<file path="src/hdl/rtdr_pkg.sv">
// rtdr_pkg: shared types, codes and reset constants of the rain threshold debounce reporter
// no dependencies
package rtdr_pkg;

   localparam int SAMPLE_BITS_DEFAULT = 10;
   localparam int TIME_BITS_DEFAULT   = 32;

   localparam int THRESH_BITS    = 10;
   localparam int HOLD_BITS      = 8;
   localparam int MODE_BITS      = 2;
   localparam int PERIOD_BITS    = 32;
   localparam int CSR_DATA_BITS  = 32;
   localparam int CSR_INDEX_BITS = 3;
   localparam int RSP_DATA_BITS  = 8;

   localparam logic [THRESH_BITS-1:0] RAIN_THRESHOLD_RESET = THRESH_BITS'(750);
   localparam logic [HOLD_BITS-1:0]   HOLD_POLLS_RESET     = HOLD_BITS'(50);
   localparam logic [PERIOD_BITS-1:0] REPORT_PERIOD_RESET  = PERIOD_BITS'(100);
   localparam logic [PERIOD_BITS-1:0] OFFLINE_PERIOD_RESET = PERIOD_BITS'(100);
   localparam logic [PERIOD_BITS-1:0] MIN_REPORT_PERIOD    = PERIOD_BITS'(10);

   typedef enum logic [CSR_INDEX_BITS-1:0] {
      REG_RAIN_THRESHOLD    = 3'd0,
      REG_HOLD_POLLS        = 3'd1,
      REG_REPORT_MODE       = 3'd2,
      REG_REPORT_PERIOD_MS  = 3'd3,
      REG_IS_ONLINE         = 3'd4,
      REG_OFFLINE_PERIOD_MS = 3'd5
   } reg_index_type;

   typedef enum logic [MODE_BITS-1:0] {
      MODE_ON_CHANGE = 2'd0,
      MODE_PERIODIC  = 2'd1,
      MODE_SILENT    = 2'd2
   } report_mode_type;

   localparam logic OP_POLL   = 1'b0;
   localparam logic OP_READ   = 1'b1;
   localparam logic DEST_HOST = 1'b0;
   localparam logic DEST_PEER = 1'b1;

   typedef struct packed {
      logic [THRESH_BITS-1:0] rain_threshold;
      logic [HOLD_BITS-1:0]   hold_polls;
      logic [MODE_BITS-1:0]   report_mode;
      logic [PERIOD_BITS-1:0] report_period_ms;
      logic                   is_online;
      logic [PERIOD_BITS-1:0] offline_period_ms;
   } cfg_type;

   typedef struct packed {
      logic valid;
      logic rain_detected;
      logic destination;
   } result_type;

endpackage

</file>
<file path="src/hdl/rtdr_csr.sv">
// rtdr_csr: configuration registers with write port and report period floor
// depends on rtdr_pkg
module rtdr_csr
   import rtdr_pkg::*;
(
   input  logic                      clock,
   input  logic                      reset,
   input  logic                      csr_wen,
   input  logic [CSR_INDEX_BITS-1:0] csr_index,
   input  logic [CSR_DATA_BITS-1:0]  csr_wdata,
   output cfg_type                   cfg
);

   cfg_type cfg_ff;
   cfg_type cfg_in;
   logic [PERIOD_BITS-1:0] period_wr;

   always_comb begin
      period_wr = csr_wdata[PERIOD_BITS-1:0];
      cfg_in = cfg_ff;
      if (csr_wen) begin
         unique case (csr_index)
            REG_RAIN_THRESHOLD:    cfg_in.rain_threshold = csr_wdata[THRESH_BITS-1:0];
            REG_HOLD_POLLS:        cfg_in.hold_polls = csr_wdata[HOLD_BITS-1:0];
            REG_REPORT_MODE:       cfg_in.report_mode = csr_wdata[MODE_BITS-1:0];
            REG_REPORT_PERIOD_MS:  cfg_in.report_period_ms =
               (period_wr < MIN_REPORT_PERIOD) ? MIN_REPORT_PERIOD : period_wr;
            REG_IS_ONLINE:         cfg_in.is_online = csr_wdata[0];
            REG_OFFLINE_PERIOD_MS: cfg_in.offline_period_ms = csr_wdata[PERIOD_BITS-1:0];
            default:               cfg_in = cfg_ff;
         endcase
      end
   end

   always_ff @(posedge clock) begin
      if (reset) begin
         cfg_ff.rain_threshold    <= RAIN_THRESHOLD_RESET;
         cfg_ff.hold_polls        <= HOLD_POLLS_RESET;
         cfg_ff.report_mode       <= MODE_ON_CHANGE;
         cfg_ff.report_period_ms  <= REPORT_PERIOD_RESET;
         cfg_ff.is_online         <= 1'b0;
         cfg_ff.offline_period_ms <= OFFLINE_PERIOD_RESET;
      end else begin
         cfg_ff <= cfg_in;
      end
   end

   assign cfg = cfg_ff;

endmodule

</file>
<file path="src/hdl/rtdr_engine.sv">
// rtdr_engine: threshold compare, debounce counter and report scheduling state
// depends on rtdr_pkg
module rtdr_engine
   import rtdr_pkg::*;
#(
   parameter int SAMPLE_BITS = SAMPLE_BITS_DEFAULT,
   parameter int TIME_BITS   = TIME_BITS_DEFAULT
)(
   input  logic                   clock,
   input  logic                   reset,
   input  cfg_type                cfg,
   input  logic                   go,
   input  logic                   op,
   input  logic [SAMPLE_BITS-1:0] raw_sample,
   input  logic [TIME_BITS-1:0]   now_ms,
   output result_type             result
);

   localparam int SCMP_BITS = (SAMPLE_BITS > THRESH_BITS) ? SAMPLE_BITS : THRESH_BITS;
   localparam int TCMP_BITS = (TIME_BITS > PERIOD_BITS) ? TIME_BITS : PERIOD_BITS;

   logic                 candidate_ff, candidate_in;
   logic [HOLD_BITS-1:0] hold_count_ff, hold_count_in;
   logic                 debounced_ff, debounced_in;
   logic                 last_rep_ff, last_rep_in;
   logic [TIME_BITS-1:0] online_mark_ff, online_mark_in;
   logic [TIME_BITS-1:0] offline_mark_ff, offline_mark_in;

   logic [SAMPLE_BITS-1:0] inverted;
   logic                   flag;
   logic                   cand_mid;
   logic [HOLD_BITS-1:0]   hold_mid;
   logic [TIME_BITS-1:0]   online_elapsed;
   logic [TIME_BITS-1:0]   offline_elapsed;
   logic                   online_due;
   logic                   offline_due;
   result_type             res;

   always_comb begin
      inverted = ~raw_sample;
      flag = SCMP_BITS'(inverted) > SCMP_BITS'(cfg.rain_threshold);
      cand_mid = (hold_count_ff == '0) ? flag : candidate_ff;
      hold_mid = (cand_mid == flag) ? hold_count_ff + HOLD_BITS'(1) : '0;

      candidate_in = cand_mid;
      hold_count_in = hold_mid;
      debounced_in = debounced_ff;
      if (hold_mid > cfg.hold_polls) begin
         debounced_in = cand_mid;
         hold_count_in = '0;
      end

      online_elapsed = now_ms - online_mark_ff;
      offline_elapsed = now_ms - offline_mark_ff;
      online_due = TCMP_BITS'(online_elapsed) > TCMP_BITS'(cfg.report_period_ms);
      offline_due = TCMP_BITS'(offline_elapsed) > TCMP_BITS'(cfg.offline_period_ms);

      last_rep_in = last_rep_ff;
      online_mark_in = online_mark_ff;
      offline_mark_in = offline_mark_ff;
      res.valid = 1'b0;
      res.rain_detected = debounced_in;
      res.destination = DEST_HOST;

      if (cfg.is_online) begin
         if (cfg.report_mode == MODE_PERIODIC) begin
            if (online_due) begin
               online_mark_in = now_ms;
               res.valid = 1'b1;
            end
         end else if (cfg.report_mode == MODE_ON_CHANGE) begin
            if (debounced_in != last_rep_ff) begin
               last_rep_in = debounced_in;
               res.valid = 1'b1;
            end
         end
      end else if (offline_due) begin
         offline_mark_in = now_ms;
         res.valid = 1'b1;
         res.destination = DEST_PEER;
      end

      if (op == OP_READ) begin
         res.valid = 1'b1;
         res.rain_detected = debounced_ff;
         res.destination = DEST_HOST;
      end
   end

   always_ff @(posedge clock) begin
      if (reset) begin
         candidate_ff    <= 1'b0;
         hold_count_ff   <= '0;
         debounced_ff    <= 1'b0;
         last_rep_ff     <= 1'b0;
         online_mark_ff  <= '0;
         offline_mark_ff <= '0;
      end else if (go && op == OP_POLL) begin
         candidate_ff    <= candidate_in;
         hold_count_ff   <= hold_count_in;
         debounced_ff    <= debounced_in;
         last_rep_ff     <= last_rep_in;
         online_mark_ff  <= online_mark_in;
         offline_mark_ff <= offline_mark_in;
      end
   end

   assign result = res;

endmodule

</file>
<file path="src/hdl/rain_threshold_debounce_reporter_core.sv">
// rain_threshold_debounce_reporter_core: top level with input word register and result register
// depends on rtdr_pkg, rtdr_csr, rtdr_engine
//
// channel   direction  tdata                          tuser
// req       in         raw_sample, now_ms (padded)    op
// rsp       out        rain_detected (padded)         destination
// csr       in         write only: csr_wen, csr_index, csr_wdata
//
// one word per clock while rsp does not stall; a poll is decided from the input
// register through the debounce and timer compare into the result register
// reset is synchronous; valid flags, configuration and engine state return to their reset values
// rsp stall holds the result register; req stays ready while the input register is empty or the result can move on
module rain_threshold_debounce_reporter_core
   import rtdr_pkg::*;
#(
   parameter int SAMPLE_BITS = SAMPLE_BITS_DEFAULT,
   parameter int TIME_BITS   = TIME_BITS_DEFAULT
)(
   input  logic                      clock,
   input  logic                      reset,
   input  logic                      req_tvalid,
   output logic                      req_tready,
   // raw_sample, now_ms, zero pad
   input  logic [((SAMPLE_BITS+TIME_BITS+7)/8)*8-1:0] req_tdata,
   // op
   input  logic                      req_tuser,
   output logic                      rsp_tvalid,
   input  logic                      rsp_tready,
   // rain_detected, zero pad
   output logic [RSP_DATA_BITS-1:0]  rsp_tdata,
   // destination
   output logic                      rsp_tuser,
   input  logic                      csr_wen,
   input  logic [CSR_INDEX_BITS-1:0] csr_index,
   input  logic [CSR_DATA_BITS-1:0]  csr_wdata
);

   cfg_type    cfg;
   result_type result;

   logic                   in_valid_ff;
   logic                   in_op_ff;
   logic [SAMPLE_BITS-1:0] in_raw_ff;
   logic [TIME_BITS-1:0]   in_now_ff;
   logic                   rsp_valid_ff;
   logic                   rsp_rain_ff;
   logic                   rsp_dest_ff;
   logic                   out_free;
   logic                   advance;
   logic                   req_take;

   assign out_free   = !rsp_valid_ff || rsp_tready;
   assign advance    = in_valid_ff && out_free;
   assign req_tready = !in_valid_ff || out_free;
   assign req_take   = req_tvalid && req_tready;

   rtdr_csr u_csr (
      .clock     (clock),
      .reset     (reset),
      .csr_wen   (csr_wen),
      .csr_index (csr_index),
      .csr_wdata (csr_wdata),
      .cfg       (cfg)
   );

   rtdr_engine #(
      .SAMPLE_BITS (SAMPLE_BITS),
      .TIME_BITS   (TIME_BITS)
   ) u_engine (
      .clock      (clock),
      .reset      (reset),
      .cfg        (cfg),
      .go         (advance),
      .op         (in_op_ff),
      .raw_sample (in_raw_ff),
      .now_ms     (in_now_ff),
      .result     (result)
   );

   always_ff @(posedge clock) begin
      if (reset) begin
         in_valid_ff <= 1'b0;
      end else if (req_tready) begin
         in_valid_ff <= req_tvalid;
      end
   end

   always_ff @(posedge clock) begin
      if (req_take) begin
         in_op_ff  <= req_tuser;
         in_raw_ff <= req_tdata[SAMPLE_BITS-1:0];
         in_now_ff <= req_tdata[SAMPLE_BITS+TIME_BITS-1:SAMPLE_BITS];
      end
   end

   always_ff @(posedge clock) begin
      if (reset) begin
         rsp_valid_ff <= 1'b0;
      end else if (out_free) begin
         rsp_valid_ff <= advance && result.valid;
      end
   end

   always_ff @(posedge clock) begin
      if (advance && result.valid) begin
         rsp_rain_ff <= result.rain_detected;
         rsp_dest_ff <= result.destination;
      end
   end

   assign rsp_tvalid = rsp_valid_ff;
   assign rsp_tdata  = {{(RSP_DATA_BITS-1){1'b0}}, rsp_rain_ff};
   assign rsp_tuser  = rsp_dest_ff;

endmodule

</file>
<file path="config.mk">
export PLATFORM = sky130hd
export DESIGN_NAME = rain_threshold_debounce_reporter_core
export DESIGN_NICKNAME = d
export VERILOG_FILES = /design/src/hdl/rtdr_pkg.sv /design/src/hdl/rtdr_csr.sv /design/src/hdl/rtdr_engine.sv /design/src/hdl/rain_threshold_debounce_reporter_core.sv
export SDC_FILE = /design/constraint.sdc
export NUM_CORES = 1
export LEC_CHECK = 0
export BUFFER_PORTS_ARGS = -buffer_cell sky130_fd_sc_hd__buf_4
export CAP_MARGIN = 10
export CORE_AREA = 2 2 152 154
export DETAILED_ROUTE_END_ITERATION = 10
export DIE_AREA = 0 0 154 156
export GPL_TIMING_DRIVEN = 0
export PLACE_DENSITY = 0.79
export RECOVER_POWER = 100
export SYNTH_ARGS = -nofsm -noshare
export SYNTH_HDL_FRONTEND = slang
export SYNTH_HIERARCHICAL = 1
export SYNTH_SLANG_ARGS = --single-unit
</file>
<file path="constraint.sdc">
create_clock -name clock -period 5.7 [get_ports clock]
set_input_delay 0.285 -clock clock [delete_from_list [all_inputs] [get_ports clock]]
set_output_delay 0.285 -clock clock [all_outputs]
set_load 0.02 [all_outputs]
</file>
# --- Word-level counts from Yosys, hierarchy flattened ---
# Index checks and enable logic that the tools add are counted.
word_totals:
  register_bits: 207
  latch_bits: 0
  ramBits: 0
  romBits: 0
  input_bits: 89
  output_inout_bits: 11
  n_memories: 0
op_classes:
  add_sub_neg: 3
  mul: 0
  n_div: 0
  magnitude_cmp: 5
  n_eq_ne: 8
  shifts: 0
  mux: 13
  bitwise_logic: 4
  reduce_logical: 21
op_table:
  columns: ["op", "n"]
  rows:
  - ["greater-than comparator 32 bit", 2]
  - ["subtractor 32 bit", 2]
  - ["< comparator 32 x 4 -> 1 bit, second input constant", 1]
  - ["2-to-1 mux 32 bit", 1]
  - ["2-to-1 mux 8 bit", 2]
  - ["AND reduction 2 bit", 6]
  - ["greater-than comparator 10 bit", 1]
  - ["NOT 10 bit", 1]
  - ["2-to-1 mux 1 bit", 9]
  - ["adder 8 x 1 -> 8 bit, second input constant", 1]
  - ["greater-than comparator 8 bit", 1]
  - ["zero test 8 bit", 1]
  - ["equality test 3 x 2 -> 1 bit, second input constant", 2]
  - ["equality test 3 bit, second input constant", 2]
  - ["AND reduction 5 bit", 1]
  - ["logical AND 1 bit", 4]
  - ["AND reduction 4 bit", 1]
  - ["equality test 3 x 1 -> 1 bit, second input constant", 1]
  - ["zero test 3 bit", 1]
  - ["2-to-1 mux 3 bit", 1]
  - ["NOT 1 bit", 3]
  - ["AND reduction 3 bit", 1]
  - ["equality test 2 x 1 -> 1 bit, second input constant", 1]
  - ["zero test 1 bit", 2]
  - ["other kinds (5)", 6]

# --- Longest topological paths before layout ---
logic_depth:
  ltp_word: 14
  ltp_mapped: 23

# --- By module ---
# Netlist, hierarchy kept.
by_module_without_submodules:
  columns: ["module", "instances", "cells_each", "area_per_inst_um2", "seq_area_each_um2"]
  rows:
  - ["rtdr_engine", 1, 1089, 8653.3, 1501.4]
  - ["rtdr_csr", 1, 376, 3101.7, 1701.6]
  - ["rain_threshold_debounce_reporter_core", 1, 65, 1517.7, 1391.3]

# --- Worst setup path after synthesis ---
# Ideal clock, no wire load.
synth_path:
  path_kind: "register to register"
  from: "register in_now_ff[0]"
  to: "register u_engine.offline_mark_ff[21]"
  setup_ns: 0.120
  arrival_ns: 4.552
  slack_ns: 1.029
  path_stages_with_launch: 23
  synth_period_minus_slack_ns: 4.671
  path_cell_list: "edfxtp_1 -> inv_1 -> ha_1 -> inv_1 -> fa_1 -> a21o_1 -> a2111oi_0 -> o21ai_0 -> a41o_1 -> a211o_1 -> a21oi_1 -> xnor2_1 -> ha_1 -> a21o_1 -> a21o_1 -> a21o_1 -> a211oi_1 -> o21ai_1 -> a221o_1 -> and3_1 -> buf_4 -> buf_6 -> mux2i_1"
synth_via:
  elab_chain_cells: 3
synth_lines:
  columns: ["element", "line_no", "source"]
  rows:
  - ["from (decl)", "rain_threshold_debounce_reporter_core.sv:44", "logic [TIME_BITS-1:0] in_now_ff;"]
  - ["from (signal assigned)", "rain_threshold_debounce_reporter_core.sv:92", "in_now_ff <= req_tdata[SAMPLE_BITS+TIME_BITS-1:SAMPLE_BITS];"]
  - ["subtractor 32 bit", "rtdr_engine.sv:54", "offline_elapsed = now_ms - offline_mark_ff;"]
  - ["greater-than comparator 32 bit", "rtdr_engine.sv:56", "offline_due = TCMP_BITS'(offline_elapsed) > TCMP_BITS'(cfg.offline_period_ms);"]
  - ["AND reduction 3 bit (no source line)", null, null]
  - ["to (signal assigned)", "rtdr_engine.sv:104", "offline_mark_ff <= offline_mark_in;"]
  - ["to (decl)", "rtdr_engine.sv:27", "logic [TIME_BITS-1:0] offline_mark_ff, offline_mark_in;"]
# No other way between the ends.
# A chain may end at the register's enable or synchronous reset.

# --- Final worst setup path ---
layout_path:
  from: "register in_now_ff[0]"
  to: "register u_engine.offline_mark_ff[23]"
# The elaborated chain is that of the path after synthesis.

==> flow_summary.yaml <==
critical_path:
  regToRegSetupSlack_ps: 160
  slowest_delay_ps: 480
  cp_slowest_cell: "a2111oi_2"
  cp.arrival_ps: 6000
  path_buf_inv: 4
  path_delay_family: "compound AO/OA/AOI/OAI gates"
  worstPathCellList: "inv_1 > ha_1 > inv_1 > fa_1 > a21o_1 > a2111oi_2 > o31ai_1 > a22oi_1 > o22ai_1 > a211oi_2 > o31ai_1 > xor2_1 > ha_1 > nand4_1 > nor4_4 > a221o_1 > and3_1 > buf_4 > buf_6 > mux2i_1"
  worstSetupEndpointType: "register"
  cp_max_fo: 10
  start_kind: "register"
  path_class: "reg2reg"
  critPathRequiredTime_ps: 6160
synth:
  synthDistinctLibCells: 72
  synthesis.area_um2: 13300
  synth.area.top_cells: "dfxtp_1 (24%), ha_1 (14%), edfxtp_1 (10%)"
  yosysTopAreaCellShare_pct: 24.4
  netlist_instances: 1530
  synth_area_leader_cell: "dfxtp_1"
  avgSynthCellArea_um2: 8.67
  yosys_warnings: 6
  synth_edf_count: 45
  yosys_most_used_dff: "dfxtp_1"
  ys_seq_area_share_pct: 34.6
  ys_async_sr_fraction_pct: 0
  ys_seq_elements: 207
finish:
  drive_gt1_share_pct: 8.54
  final_cell_mix: "nand2_1 (174), inv_1 (172), dfxtp_1 (162), ha_1 (146), a21oi_1 (129)"
  final_area_um2: 15400
  n_fill_cell: 1792
  fin_nets: 1930
  area_delta_synth_final_pct: 16.3
  regArea_um2: 4590
  mostFrequentLayoutCell: "nand2_1"
  multi_input_area_um2: 7760
flow_run:
  cap_viol_max_count: 1
die:
  dieWidth_um: 154
  fp.coreArea_um2: 22400
  start_util_pct: 59.3
  fp-row-count: 55
  die_h_um: 156
  ios: 100
  die_area_um2: 24000
worst_hold_path:
  hold_class: "in2reg"
placement:
  pre_cts_ws_ps: -305
  post_dp_cell_area_um2: 14300
  dp_hpwl_mm: 25.6
  portBuffers: 86
  gp_congestion: 0.901
timing:
  finalCritPeriodShare_pct: 97.3
  setup_slack_ps: 155
  fin_skew_ps: 22.7
  worst_slew_pin_slew_ps: 1620
  finalSetupViolCount: 0
  rsz0062_at_grt: "false"
  min_period_ps: 5540
  final_hold_viol_count: 0
  max_freq_ghz: 0.180
  slew_violations: 26
  slew_headroom_pct: -8.14
routing:
  wire_per_inst_um: 17.0
  dr.first_iter.drc_count: 632
  firstDrtPassIters: 5
  vias_per_cell: 5.65
  final_antenna_net_count: 0
  drc: 0
  routed_wl_mm: 33.9
  vias: 11269
global_route:
  grt.overflow.total: 0
  grt_usage_pct: 28.1
  grt_pass1_wl_mm: 54.2
  grt_max_degree: 26
  antenna_found_initial: 0
  grt_pass1_vias: 10995
clock_network:
  cts_buffer_depth: 3
  cts_root_buf: "clkbuf_16"
  cts_sinks: 207
  cts_tree: "built"
  cts_buffers: 24
  clock_latency_ps: 530
  htree_levels: 1
  clk_pin_slew_ps: 60
power_and_ir_drop:
  power_density_nw_per_um2: 245
  leakagePower_nw: 6.37
  ir_drop_mv: 0.218
outcome:
  status: "complete, but fails checks"
  violations: "capacitance limit, slew limit"
[cell usage after synthesis (6+ instances only)]
cell      instances
o21a_1           15
a211o_1          10
dfxtp_1         162
a21oi_1         130
a22o_1            7
nand4_1          27
mux2i_1          71
o211ai_1         11
inv_1           172
clkbuf_1         31
nand3_1          22
nor2b_1          23
buf_4            12
edfxtp_1         45
a211oi_1          9
and3_1           10
xnor2_1          38
nor3_1            6
nor2_1           72
a21o_1           58
nor4_1           10
xor2_1           23
nand2_1         174
o21ai_0          30
o21ai_1           7
o21bai_1          9
nand2b_1        110
ha_1            146
nand3b_1         10
[cell type report]
class / instances / share of cell area [%]
diodes: 1 / 0.0162
plain buffers: 54 / 2.00
clock buffers: 36 / 4.25
clock inverters: 6 / 0.276
inverters: 172 / 4.18
multi-input cells: 1103 / 50.3
flip-flops and latches: 207 / 29.8
well taps: 285 / 2.31
repair buffers: 131 / 6.91
[tightest hold or removal path, stage by stage]
cell and delay (ps):
buf_4 120, nand2_1 50, a21oi_1 50
[metal layers]
metal	share of wire, %	GRT usage, %
met1	43	35.8
met2	46	47.9
met3	6.5	3.61
met4	4.7	12.5
met5	0	0
[metrics by stage]
stage | cells | setup TNS [ps] | power, W | utilization (%) | hold WS (ps)
floorplan | 1536 | 0 | 0.00215 | - | 354
global placement | 1907 | -5840 | 0.00236 | 63.9 | 443
detailed placement | 1908 | -6890 | 0.00238 | 64.0 | 447
CTS | 1993 | 0 | 0.00380 | 69.1 | 11.7
global route | 1994 | 0 | 0.00396 | 69.0 | 28.2
finish | 1995 | 0 | 0.00379 | 69.0 | 27.5
[final timing paths]
check	from	depth (start not counted)	end
max	in_now_ff[0]$_DFFE_PP_	20	u_engine/offline_mark_ff[23]$_SDFFE_PP0P_
min	csr_wdata[31]	3	u_csr/cfg[31]$_SDFFE_PP0P_
max reg2reg	in_now_ff[0]$_DFFE_PP_	20	u_engine/offline_mark_ff[23]$_SDFFE_PP0P_
min reg2reg	u_csr/cfg[10]$_SDFFE_PP0P_	2	u_csr/cfg[10]$_SDFFE_PP0P_
[report_power, final]
group	internal [W]	total, W	switching [W]
Sequential	0.00155	0.00158	0.0000308
Clock	0.000794	0.00139	0.000599
Combinational	0.000361	0.000816	0.000455
Total	0.00270	0.00379	0.00108
[state kept, by name (all words and copies together) (netlist names), 8 cells and up]
register                  flops
u_engine/online_mark_ff      32
u_engine/offline_mark_ff     32
u_engine/hold_count_ff        8
in_raw_ff                    10
u_csr/cfg                    85
in_now_ff                    32
[cells by family (layout without fill, tap and decap cells)]
family / count (synthesis) / in the layout / share of synthesized area, %
AOI/OAI and AO/OA: 331 / 331 / 16.3
xor gates and xnor gates: 61 / 61 / 4.03
adders and majority gates: 148 / 148 / 14.1
buffers and inverters: 226 / 399 / 7.22
DFF: 207 / 207 / 34.6
muxes: 73 / 73 / 5.52
other: 1 / 8 / 0.0283
and+or+nand+nor: 483 / 483 / 18.3
[repair_timing]
item | in CTS | in global routing
hold buffers | 43 | 0
endpoints found under the setup margin | 34 | 33
buffers inserted | 0 | 1
gates resized for setup | 3 | 5
hold endpoints to repair | 43 | 0
Note: power is estimated with default switching activity, not from simulation.
